[config.mk]
export PLATFORM = sky130hd
export DESIGN_NAME = euclidean_distance_unit
export DESIGN_NICKNAME = d
export VERILOG_FILES = /design/src/hw/rtl/edu_pkg.sv /design/src/hw/rtl/edu_ctrl.sv /design/src/hw/rtl/edu_datapath.sv /design/src/hw/rtl/euclidean_distance_unit.sv
export SDC_FILE = /design/constraint.sdc
export NUM_CORES = 1
export LEC_CHECK = 0
export BUFFER_PORTS_ARGS = -buffer_cell sky130_fd_sc_hd__buf_2
export CORE_ASPECT_RATIO = 2
export CORE_MARGIN = 4
export CORE_UTILIZATION = 45
export CTS_BUF_LIST = sky130_fd_sc_hd__clkbuf_8
export DETAILED_ROUTE_END_ITERATION = 16
export HOLD_SLACK_MARGIN = 0.06
export PLACE_DENSITY_LB_ADDON = 0.1
export SLEW_MARGIN = 30
export SYNTH_ARGS = -nofsm -noshare
export SYNTH_HDL_FRONTEND = slang
export SYNTH_SLANG_ARGS = --single-unit
export TNS_END_PERCENT = 20
[constraint.sdc]
create_clock -name clk -period 19.3 [get_ports clk]
set_input_delay 0.965 -clock clk [delete_from_list [all_inputs] [get_ports clk]]
set_output_delay 0.965 -clock clk [all_outputs]
set_load 0.01 [all_outputs]
[src/hw/rtl/edu_pkg.sv]
// ----------------------------------------------------------------------------
// edu_pkg : shared constants and types of the Euclidean distance unit
// Widths of the element path, accumulator and root, and the command and
// status bundles between the controller and the datapath.
// ----------------------------------------------------------------------------
package edu_pkg;

    localparam int ELEM_W  = 16;                // element width, signed Q8.8
    localparam int DIFF_W  = ELEM_W + 1;        // magnitude of a - b
    localparam int SQ_W    = 2 * DIFF_W;        // square of the magnitude
    localparam int ACC_W   = 46;                // sum of squares, Q30.16
    localparam int ROOT_W  = ACC_W / 2;         // root bits, one per step
    localparam int REM_W   = ROOT_W + 3;        // partial remainder
    localparam int CNT_W   = $clog2(ROOT_W);    // root step counter
    localparam int TDATA_IN_W  = 2 * ELEM_W;
    localparam int TDATA_OUT_W = ((ROOT_W + 7) / 8) * 8;

    // Controller to datapath
    typedef struct packed {
        logic accept;       // take the beat on the slave side
        logic load_root;    // copy the sum into the root unit, clear the sum
        logic root_step;    // resolve one root bit
        logic load_out;     // move the root into the output register
    } cmd_t;

    // Datapath to controller
    typedef struct packed {
        logic last_sum;     // the last square of a vector is being added
        logic out_free;     // output register can take a result this cycle
    } stat_t;

endpackage

[src/hw/rtl/edu_ctrl.sv]
// ----------------------------------------------------------------------------
// edu_ctrl : sequencer of the Euclidean distance unit
// Admits element beats, waits for the last square to land, runs the
// bit-serial square root and hands the result to the output register.
// ----------------------------------------------------------------------------
module edu_ctrl
(
    input  logic          clk,
    input  logic          rst_n,
    input  logic          in_valid,
    input  logic          in_last,
    input  edu_pkg::stat_t stat,
    output logic          in_ready,
    output edu_pkg::cmd_t cmd
);

    localparam logic [2:0] ST_ACC   = 3'd0;
    localparam logic [2:0] ST_DRAIN = 3'd1;
    localparam logic [2:0] ST_LOAD  = 3'd2;
    localparam logic [2:0] ST_ROOT  = 3'd3;
    localparam logic [2:0] ST_DONE  = 3'd4;

    localparam logic [edu_pkg::CNT_W-1:0] LAST_STEP =
        edu_pkg::CNT_W'(edu_pkg::ROOT_W - 1);

    logic [2:0]                state_reg, state_next;
    logic [edu_pkg::CNT_W-1:0] cnt_reg, cnt_next;

    assign in_ready = (state_reg == ST_ACC);

    always_comb
    begin
        state_next    = state_reg;
        cnt_next      = cnt_reg;
        cmd.accept    = 1'b0;
        cmd.load_root = 1'b0;
        cmd.root_step = 1'b0;
        cmd.load_out  = 1'b0;
        case (state_reg)
            ST_ACC:
            begin
                cmd.accept = in_valid;
                if (in_valid && in_last)
                begin
                    state_next = ST_DRAIN;
                end
            end
            ST_DRAIN:
            begin
                if (stat.last_sum)
                begin
                    state_next = ST_LOAD;
                end
            end
            ST_LOAD:
            begin
                cmd.load_root = 1'b1;
                cnt_next      = LAST_STEP;
                state_next    = ST_ROOT;
            end
            ST_ROOT:
            begin
                cmd.root_step = 1'b1;
                if (cnt_reg == '0)
                begin
                    state_next = ST_DONE;
                end
                else
                begin
                    cnt_next = cnt_reg - 1'b1;
                end
            end
            ST_DONE:
            begin
                if (stat.out_free)
                begin
                    cmd.load_out = 1'b1;
                    state_next   = ST_ACC;
                end
            end
            default:
            begin
                state_next = ST_ACC;
            end
        endcase
    end

    always_ff @(posedge clk or negedge rst_n)
    begin
        if (!rst_n)
        begin
            state_reg <= ST_ACC;
            cnt_reg   <= '0;
        end
        else
        begin
            state_reg <= state_next;
            cnt_reg   <= cnt_next;
        end
    end

endmodule

[src/hw/rtl/edu_datapath.sv]
// ----------------------------------------------------------------------------
// edu_datapath : arithmetic of the Euclidean distance unit
// Difference magnitude, registered square, saturating accumulator,
// restoring square root one bit a cycle, and the output register.
// ----------------------------------------------------------------------------
module edu_datapath
(
    input  logic                         clk,
    input  logic                         rst_n,
    input  logic [edu_pkg::ELEM_W-1:0]   element_a,
    input  logic [edu_pkg::ELEM_W-1:0]   element_b,
    input  logic                         last_element,
    input  edu_pkg::cmd_t                cmd,
    input  logic                         out_ready,
    output edu_pkg::stat_t               stat,
    output logic                         out_valid,
    output logic [edu_pkg::ROOT_W-1:0]   distance,
    output logic                         saturated
);

    // Stage 1: magnitude of the difference
    logic signed [edu_pkg::DIFF_W-1:0] diff;
    logic [edu_pkg::DIFF_W-1:0]        mag;
    logic [edu_pkg::DIFF_W-1:0]        mag_reg;
    logic                              v1_reg, last1_reg;

    // Stage 2: square
    logic [edu_pkg::SQ_W-1:0]          sq_reg;
    logic                              v2_reg, last2_reg;

    // Accumulator
    logic [edu_pkg::ACC_W-1:0]         acc_reg;
    logic                              ovf_reg;
    logic [edu_pkg::ACC_W:0]           sum;

    // Root unit
    logic [edu_pkg::ACC_W-1:0]         rad_reg;
    logic [edu_pkg::REM_W-1:0]         rem_reg;
    logic [edu_pkg::ROOT_W-1:0]        root_reg;
    logic                              root_sat_reg;
    logic [edu_pkg::REM_W-1:0]         rem_shift, trial;
    logic                              fits;

    // Output register
    logic                              out_valid_reg;
    logic [edu_pkg::ROOT_W-1:0]        dist_reg;
    logic                              sat_reg;

    function automatic logic signed [edu_pkg::DIFF_W-1:0] DIFF_W_SEXT
        (input logic [edu_pkg::ELEM_W-1:0] x);
        return {x[edu_pkg::ELEM_W-1], x};
    endfunction

    assign diff = DIFF_W_SEXT(element_a) - DIFF_W_SEXT(element_b);
    assign mag  = diff[edu_pkg::DIFF_W-1] ? edu_pkg::DIFF_W'(-diff)
                                          : edu_pkg::DIFF_W'(diff);

    assign sum = {1'b0, acc_reg} + (edu_pkg::ACC_W + 1)'(sq_reg);

    assign rem_shift = {rem_reg[edu_pkg::REM_W-3:0],
                        rad_reg[edu_pkg::ACC_W-1 -: 2]};
    assign trial     = edu_pkg::REM_W'({root_reg, 2'b01});
    assign fits      = (rem_shift >= trial);

    assign stat.last_sum = v2_reg && last2_reg;
    assign stat.out_free = !out_valid_reg || out_ready;

    assign out_valid = out_valid_reg;
    assign distance  = dist_reg;
    assign saturated = sat_reg;

    // Control: pipeline valids, accumulator, output valid
    always_ff @(posedge clk or negedge rst_n)
    begin
        if (!rst_n)
        begin
            v1_reg        <= 1'b0;
            v2_reg        <= 1'b0;
            acc_reg       <= '0;
            ovf_reg       <= 1'b0;
            out_valid_reg <= 1'b0;
        end
        else
        begin
            v1_reg <= cmd.accept;
            v2_reg <= v1_reg;
            if (cmd.load_root)
            begin
                acc_reg <= '0;
                ovf_reg <= 1'b0;
            end
            else if (v2_reg)
            begin
                if (sum[edu_pkg::ACC_W])
                begin
                    acc_reg <= '1;
                    ovf_reg <= 1'b1;
                end
                else
                begin
                    acc_reg <= sum[edu_pkg::ACC_W-1:0];
                end
            end
            if (cmd.load_out)
            begin
                out_valid_reg <= 1'b1;
            end
            else if (out_ready)
            begin
                out_valid_reg <= 1'b0;
            end
        end
    end

    // Payload
    always_ff @(posedge clk)
    begin
        mag_reg   <= mag;
        last1_reg <= last_element;
        sq_reg    <= mag_reg * mag_reg;
        last2_reg <= last1_reg;
        if (cmd.load_root)
        begin
            rad_reg      <= acc_reg;
            rem_reg      <= '0;
            root_reg     <= '0;
            root_sat_reg <= ovf_reg;
        end
        else if (cmd.root_step)
        begin
            rad_reg  <= {rad_reg[edu_pkg::ACC_W-3:0], 2'b00};
            rem_reg  <= fits ? (rem_shift - trial) : rem_shift;
            root_reg <= {root_reg[edu_pkg::ROOT_W-2:0], fits};
        end
        if (cmd.load_out)
        begin
            dist_reg <= root_reg;
            sat_reg  <= root_sat_reg;
        end
    end

endmodule

[src/hw/rtl/euclidean_distance_unit.sv]
// ----------------------------------------------------------------------------
// euclidean_distance_unit : streaming L2 distance of signed Q8.8 vectors
// Sums squared element differences and returns the truncated square root.
// ----------------------------------------------------------------------------
// One element pair is taken per beat, one beat per cycle, while a vector
// streams in. The difference is squared exactly and added into a 46-bit
// accumulator that holds at its maximum and raises the saturated flag if
// the sum would pass it. The beat carrying tlast closes the vector: input
// is then held off while the last square drains through the magnitude
// and square registers, the sum moves to the root unit, the restoring
// square root resolves one bit per cycle and the result enters the
// output register once it is free; the root iteration sets the
// per-vector overhead. A finished result waits in the output register
// while the next vector streams in. The distance is floor(sqrt(sum)),
// unsigned Q15.8, never rounded up; the accumulator and flag are cleared
// for the next vector.
// ----------------------------------------------------------------------------
module euclidean_distance_unit
(
    input  logic                              clk,
    input  logic                              rst_n,
    // slave side: element pairs
    input  logic                              s_axis_tvalid,
    output logic                              s_axis_tready,
    // tdata: element_a [15:0], element_b [31:16]
    input  logic [edu_pkg::TDATA_IN_W-1:0]    s_axis_tdata,
    input  logic                              s_axis_tlast,   // last_element
    // master side: distances
    output logic                              m_axis_tvalid,
    input  logic                              m_axis_tready,
    // tdata: distance [22:0], zero [23]
    output logic [edu_pkg::TDATA_OUT_W-1:0]   m_axis_tdata,
    // tuser: saturated [0]
    output logic                              m_axis_tuser
);

    edu_pkg::cmd_t              cmd;
    edu_pkg::stat_t             stat;
    logic [edu_pkg::ROOT_W-1:0] distance;

    // Sequencer: admit beats, then drain, root and hand over
    edu_ctrl u_ctrl
    (
        .clk      (clk),
        .rst_n    (rst_n),
        .in_valid (s_axis_tvalid),
        .in_last  (s_axis_tlast),
        .stat     (stat),
        .in_ready (s_axis_tready),
        .cmd      (cmd)
    );

    // Arithmetic: split the beat into its two elements
    edu_datapath u_datapath
    (
        .clk          (clk),
        .rst_n        (rst_n),
        .element_a    (s_axis_tdata[edu_pkg::ELEM_W-1:0]),
        .element_b    (s_axis_tdata[edu_pkg::TDATA_IN_W-1:edu_pkg::ELEM_W]),
        .last_element (s_axis_tlast),
        .cmd          (cmd),
        .out_ready    (m_axis_tready),
        .stat         (stat),
        .out_valid    (m_axis_tvalid),
        .distance     (distance),
        .saturated    (m_axis_tuser)
    );

    // Pad the distance up to whole bytes
    assign m_axis_tdata = edu_pkg::TDATA_OUT_W'(distance);

endmodule

==> flow_summary.toml, run 1 <==
[synthesis]
synth-seq-area-share_pct = 26.6
synth_area_leaders = "fa_1, ha_1, edfxtp_1"
ys.warnings.count = 0
syn_avg_cell_area_sq_um = 8.92
synth_largest_area_cell = "fa_1"
synth.distinct_cells = 88
syn_inst = 2346
synth_async_sr_flop_share_pct = 25.4
netlist_area_sq_um = 20900
synth_common_cells = "inv_1, nand2_1, fa_1, ha_1, a21oi_1"
synth_enable_flop_cells = 71
synth_most_common_cell = "inv_1"
synth_seq_cells = 228
yosysTopAreaCellShare_pct = 18.5
synthesis.nets = 2763
ys.flop_type = "dfxtp_1"

[clock_network]
clockBufferDepth = 3
cts_buffers = 36
htreeDepth = 2
cts_hold_buf = 0
post_cts_buffers = 0
clock_sinks = 228
cts.repair.resized = 0
cts_tree = "built"
cts_root_buf = "clkbuf_8"
clock_latency_ps = 560
cts.clk_slew.worst_paths_ps = 70

[drt]
via_count = 16102
ant_nets = 0
drc = 0
post_drt_via_cell_ratio = 5.32
wire_per_inst_um = 17.5
dr.pass1.iters = 7
drt_wl_total_mm = 52.8
drtIter0Drc = 712

[placement]
pre_cts_slack_ps = 12090
place_congestion = 0.902
dpl.hpwl_mm = 42.7
port_buffers = 62

[critical_path]
cp_max_fo = 18
crit_chain = "nand2_1 -> fa_1 -> inv_1 -> fa_1 -> inv_1 -> fa_1 -> inv_1 -> fa_1 -> fa_1 -> inv_1 -> fa_1 -> inv_1 -> ha_1 -> and3_1 -> nand3_1 -> a2111oi_1 -> nor3_1 -> o311ai_1 -> a31oi_1 -> mux2i_1 -> nand3_1"
cp-end-kind = "register"
critPathSlowestCell = "dfxtp_1"
critPathMaxStageDelay_ps = 810
crit_type = "register to register"
start_kind = "register"
path_common_cell = "fa_1"
required_ps = 19730
arrival_ps = 7550

[run]
cap_viol_max_count = 0

[floorplan]
die_y_um = 313
start_util_pct = 45.5
core_sq_um = 46000
dieArea_sq_um = 50200
ios = 64
num_rows = 111
chipWidth_um = 160

[timing]
finalSetupViolations = 0
maxSlewHeadroom_pct = 34.6
worstMarginPinSlew_ps = 973
min_period_ps = 7120
rsz0062_at_grt = "false"
final.setup_skew_ps = 23.7
period_share_pct = 36.9
hold_viol = 0
slew_viol_final = 0
tns_ps = 0
hold_slack_ps = 342
layout_setup_ws_ps = 12180
fmax_mhz = 140

[global_routing]
grt_overflow = 0
grt_pass1_wl_mm = 86.9
grt_max_degree = 94
antenna_found_initial = 1
track_usage_pct = 21.3
grt_pass1_vias = 17495

[finish]
final_nets = 2792
area_growth_pct = 7.73
post-route-util_pct = 49.0
drive_above_1_share_pct = 7.04

[worst_hold_path]
worstHoldPathType = "register to register"

[status]
status = "complete, no violations"
-- cells by family (layout without fill, tap and decap cells) --
logic type | Yosys count | after routing | synth area share [%]
flip-flops | 228 | 228 | 26.6
other | 1 | 2 | 0.0179
buffers and inverters | 472 | 528 | 8.65
XOR/XNOR | 102 | 102 | 4.27
AO/OA/AOI/OAI | 460 | 460 | 14.1
multiplexers | 38 | 38 | 1.85
AND/OR/NAND/NOR | 665 | 665 | 14.9
adder cells (fa/ha/maj) | 380 | 380 | 29.7
-- path summary, 6_finish.rpt --
check                                      start                      to  slack, ps  depth (start not counted)
max in group asynchronous                  rst_n       u_datapath.v2_reg      18090                          2
min                         u_datapath.last1_reg    u_datapath.last2_reg        340                          0
min in group asynchronous                  rst_n  u_datapath.acc_reg[33]        550                          2
max reg2reg                u_datapath.mag_reg[5]   u_datapath.sq_reg[33]      12180                         21
max                        u_datapath.mag_reg[5]   u_datapath.sq_reg[33]      12180                         21
min reg2reg                 u_datapath.last1_reg    u_datapath.last2_reg        340                          0
-- layout by cell type, fill, tap and decap left out, types with 13 or more instances in the layout --
master,count
inv_1,390
nand2_1,303
fa_1,193
ha_1,187
a21oi_1,142
o21ai_0,105
dfxtp_1,99
nor2_1,90
xnor2_1,85
edfxtp_1,71
buf_2,62
nand3_1,61
and2_1,57
dfrtp_1,57
clkbuf_8,38
nor3_1,37
a21o_1,34
mux2i_1,33
a31oi_1,27
nand4_1,25
nor2b_1,19
and3_1,18
nand2b_1,17
xor2_1,17
o21ai_1,17
buf_4,13
-- per-stage QoR --
step,instance area (sq um),std cells
CTS,22500,3023
global route,22500,3024
detailed placement,21800,2958
finish,22500,3024
floorplan,20900,2346
global placement,21800,2958
-- critical path, delay by kind of cell, from the launching register on --
kind / cells / cell delay (ps)
compound gates: 3 / 1350
simple gates: 5 / 850
flops: 1 / 810
buf+inv: 5 / 270
fa+ha+maj: 7 / 3530
mux: 1 / 190
-- final cells by class --
| type | count | area (sq um) |
|---|---|---|
| timing repair buffer | 77 | 430 |
| tap | 621 | 777 |
| sequential | 228 | 5570 |
| clock buffer | 38 | 523 |
| inverter | 386 | 1450 |
| multi-input combinational | 1646 | 13600 |
| antenna | 1 | 2.50 |
| fill | 4439 | 23400 |
| clock inverter | 27 | 231 |
-- metal layers --
layer | global-route usage, % | vias to the layer above | part of all wire, %
met1 | 19.1 | 7806 | 32
met2 | 44.9 | 301 | 59
met4 | 11.4 | 0 | 6.1
met5 | 0 | - | 0
met3 | 1.88 | 138 | 2.3
li1 | - | 7857 | -
Power of run 1 is left out: the tool's default activity adds up to more than one toggle a clock period on the data nets, which glitch-free logic cannot reach.
==> run 2: changes to the inputs <==
- clock period: 19.3 -> 5.96 ns (I/O delays scaled with it)
==> flow_summary.toml, run 2 (synthesized netlist as in run 1, its figures left out) <==
[timing]
fmax_mhz = 171
hold_slack_ps = 146
slew_viol_final = 0
rsz0062_at_grt = "true"
finalSetupViolations = 0
hold_viol = 0
final.setup_skew_ps = 24.0
min_period_ps = 5830
period_share_pct = 97.9
worstMarginPinSlew_ps = 868
maxSlewHeadroom_pct = 41.8

[finish]
drive_above_1_share_pct = 13.7
final_cell_mix = "inv_1, nand2_1, fa_1, ha_1, a21oi_1"
fill_cells = 4314
final_nets = 2895
final_common_cell = "inv_1"
area_growth_pct = 13.7
post-route-util_pct = 51.8
final_cells = 3128
final_area_sq_um = 23800

[clock_network]
htreeDepth = 2
cts_root_buf = "clkbuf_8"
cts_tree = "built"
clock_latency_ps = 560
cts.clk_slew.worst_paths_ps = 60
clockBufferDepth = 3
cts_buffers = 37
clock_sinks = 228

[critical_path]
worst_r2r_path_depth = 21
r2r_end = "u_datapath.sq_reg[32]"
reg2reg_from = "u_datapath.mag_reg[7]"
start_kind = "register"
arrival_ps = 6290
crit_chain = "buf_6 -> and2_4 -> fa_1 -> inv_2 -> fa_1 -> inv_1 -> fa_1 -> fa_1 -> fa_1 -> inv_1 -> fa_1 -> inv_2 -> ha_4 -> a2111oi_4 -> o21ai_1 -> o21a_1 -> nand2_2 -> o311ai_4 -> a211o_1 -> a2111o_1 -> o311ai_2"
critPathSlowestCell = "fa_1"
cp-end-kind = "register"
crit_type = "register to register"
critPathMaxStageDelay_ps = 540
cp_max_fo = 5
required_ps = 6420
crit_buf_inv = 5
crit_family = "adder cells"
rrSetupSlack_ps = 130
path_common_cell = "fa_1"

[placement]
port_buffers = 62
dpl-instance-area_sq_um = 22500
place_congestion = 0.908
dpl.hpwl_mm = 41.6
dp_cells = 3052

[floorplan]
core_sq_um = 46000
dieArea_sq_um = 50200
ios = 64
num_rows = 111
die_y_um = 313
chipWidth_um = 160
start_util_pct = 45.5

[drt]
wire_per_inst_um = 16.5
ant_nets = 0
via_count = 16468
drtIter0Drc = 587
dr.pass1.iters = 5
post_drt_via_cell_ratio = 5.26
drt_wl_total_mm = 51.6
drc = 0

[worst_hold_path]
min_path_cells = 4
worstHoldPathType = "input port to register"
hold-path-endpoint = "u_datapath.mag_reg[0]"
hp-start = "s_axis_tdata[0]"

[global_routing]
grt_pass1_vias = 18038
antenna_found_initial = 1
grt_pass1_wl_mm = 85.3
grt_max_degree = 95
track_usage_pct = 20.5
grt_overflow = 0

[run]
cap_viol_max_count = 0

[status]
status = "complete, no violations"
==> run 2: layer usage <==
layer / vias to the layer above / GRT usage [%] / share of wire, %
met5: - / 0 / 0
met4: 0 / 9.96 / 5.3
met3: 155 / 1.76 / 2.4
met2: 311 / 43.0 / 59
met1: 7944 / 19.1 / 33
li1: 8058 / - / -
==> run 2: tightest hold or removal path, delay by kind of cell <==
family	cells	cell delay [ps]
buf+inv	3	180
fa+ha+maj	1	170
==> run 2: final cells by class <==
type / instances / area (sq um) / share of cell area, %
inverters: 386 / 1450 / 6.09
repair buffers: 179 / 1290 / 5.40
well taps: 621 / 777 / 3.26
clock inverters: 27 / 145 / 0.610
multi-input cells: 1646 / 14000 / 58.7
flip-flops and latches: 228 / 5620 / 23.6
clock buffers: 40 / 551 / 2.31
diodes: 1 / 2.50 / 0.0105
==> run 2: stage by stage <==
stage | TNS, ps | worst slack [ps]
after floorplan | 0 | 2.14
after global placement | -810 | -224
after detailed placement | -1510 | -329
after CTS | -12.0 | -12.0
after global routing | -136 | -51.3
final | 0 | 126
==> run 2: worst max-delay path by stage <==
stage / to / startpoint / depth (start not counted)
after floorplan: u_datapath.sq_reg[32] / u_datapath.mag_reg[14] / 21
after global placement: u_datapath.sq_reg[32] / u_datapath.mag_reg[4] / 23
after detailed placement: u_datapath.sq_reg[32] / u_datapath.mag_reg[4] / 21
after CTS: u_datapath.sq_reg[29] / u_datapath.mag_reg[2] / 25
after global routing: u_datapath.sq_reg[33] / u_datapath.mag_reg[7] / 23
final: u_datapath.sq_reg[32] / u_datapath.mag_reg[7] / 21
==> run 2: repair_timing <==
| item | 4_1_cts | 5_1_grt |
|---|---|---|
| buffers inserted | 0 | 4 |
| endpoints found under the setup margin | 8 | 9 |
| pin swaps | 28 | 40 |
| hold buffers | 5 | 0 |
| hold endpoints to repair | 63 | 0 |
| gates resized for setup | 64 | 58 |
Power of run 2 is left out for the same reason.
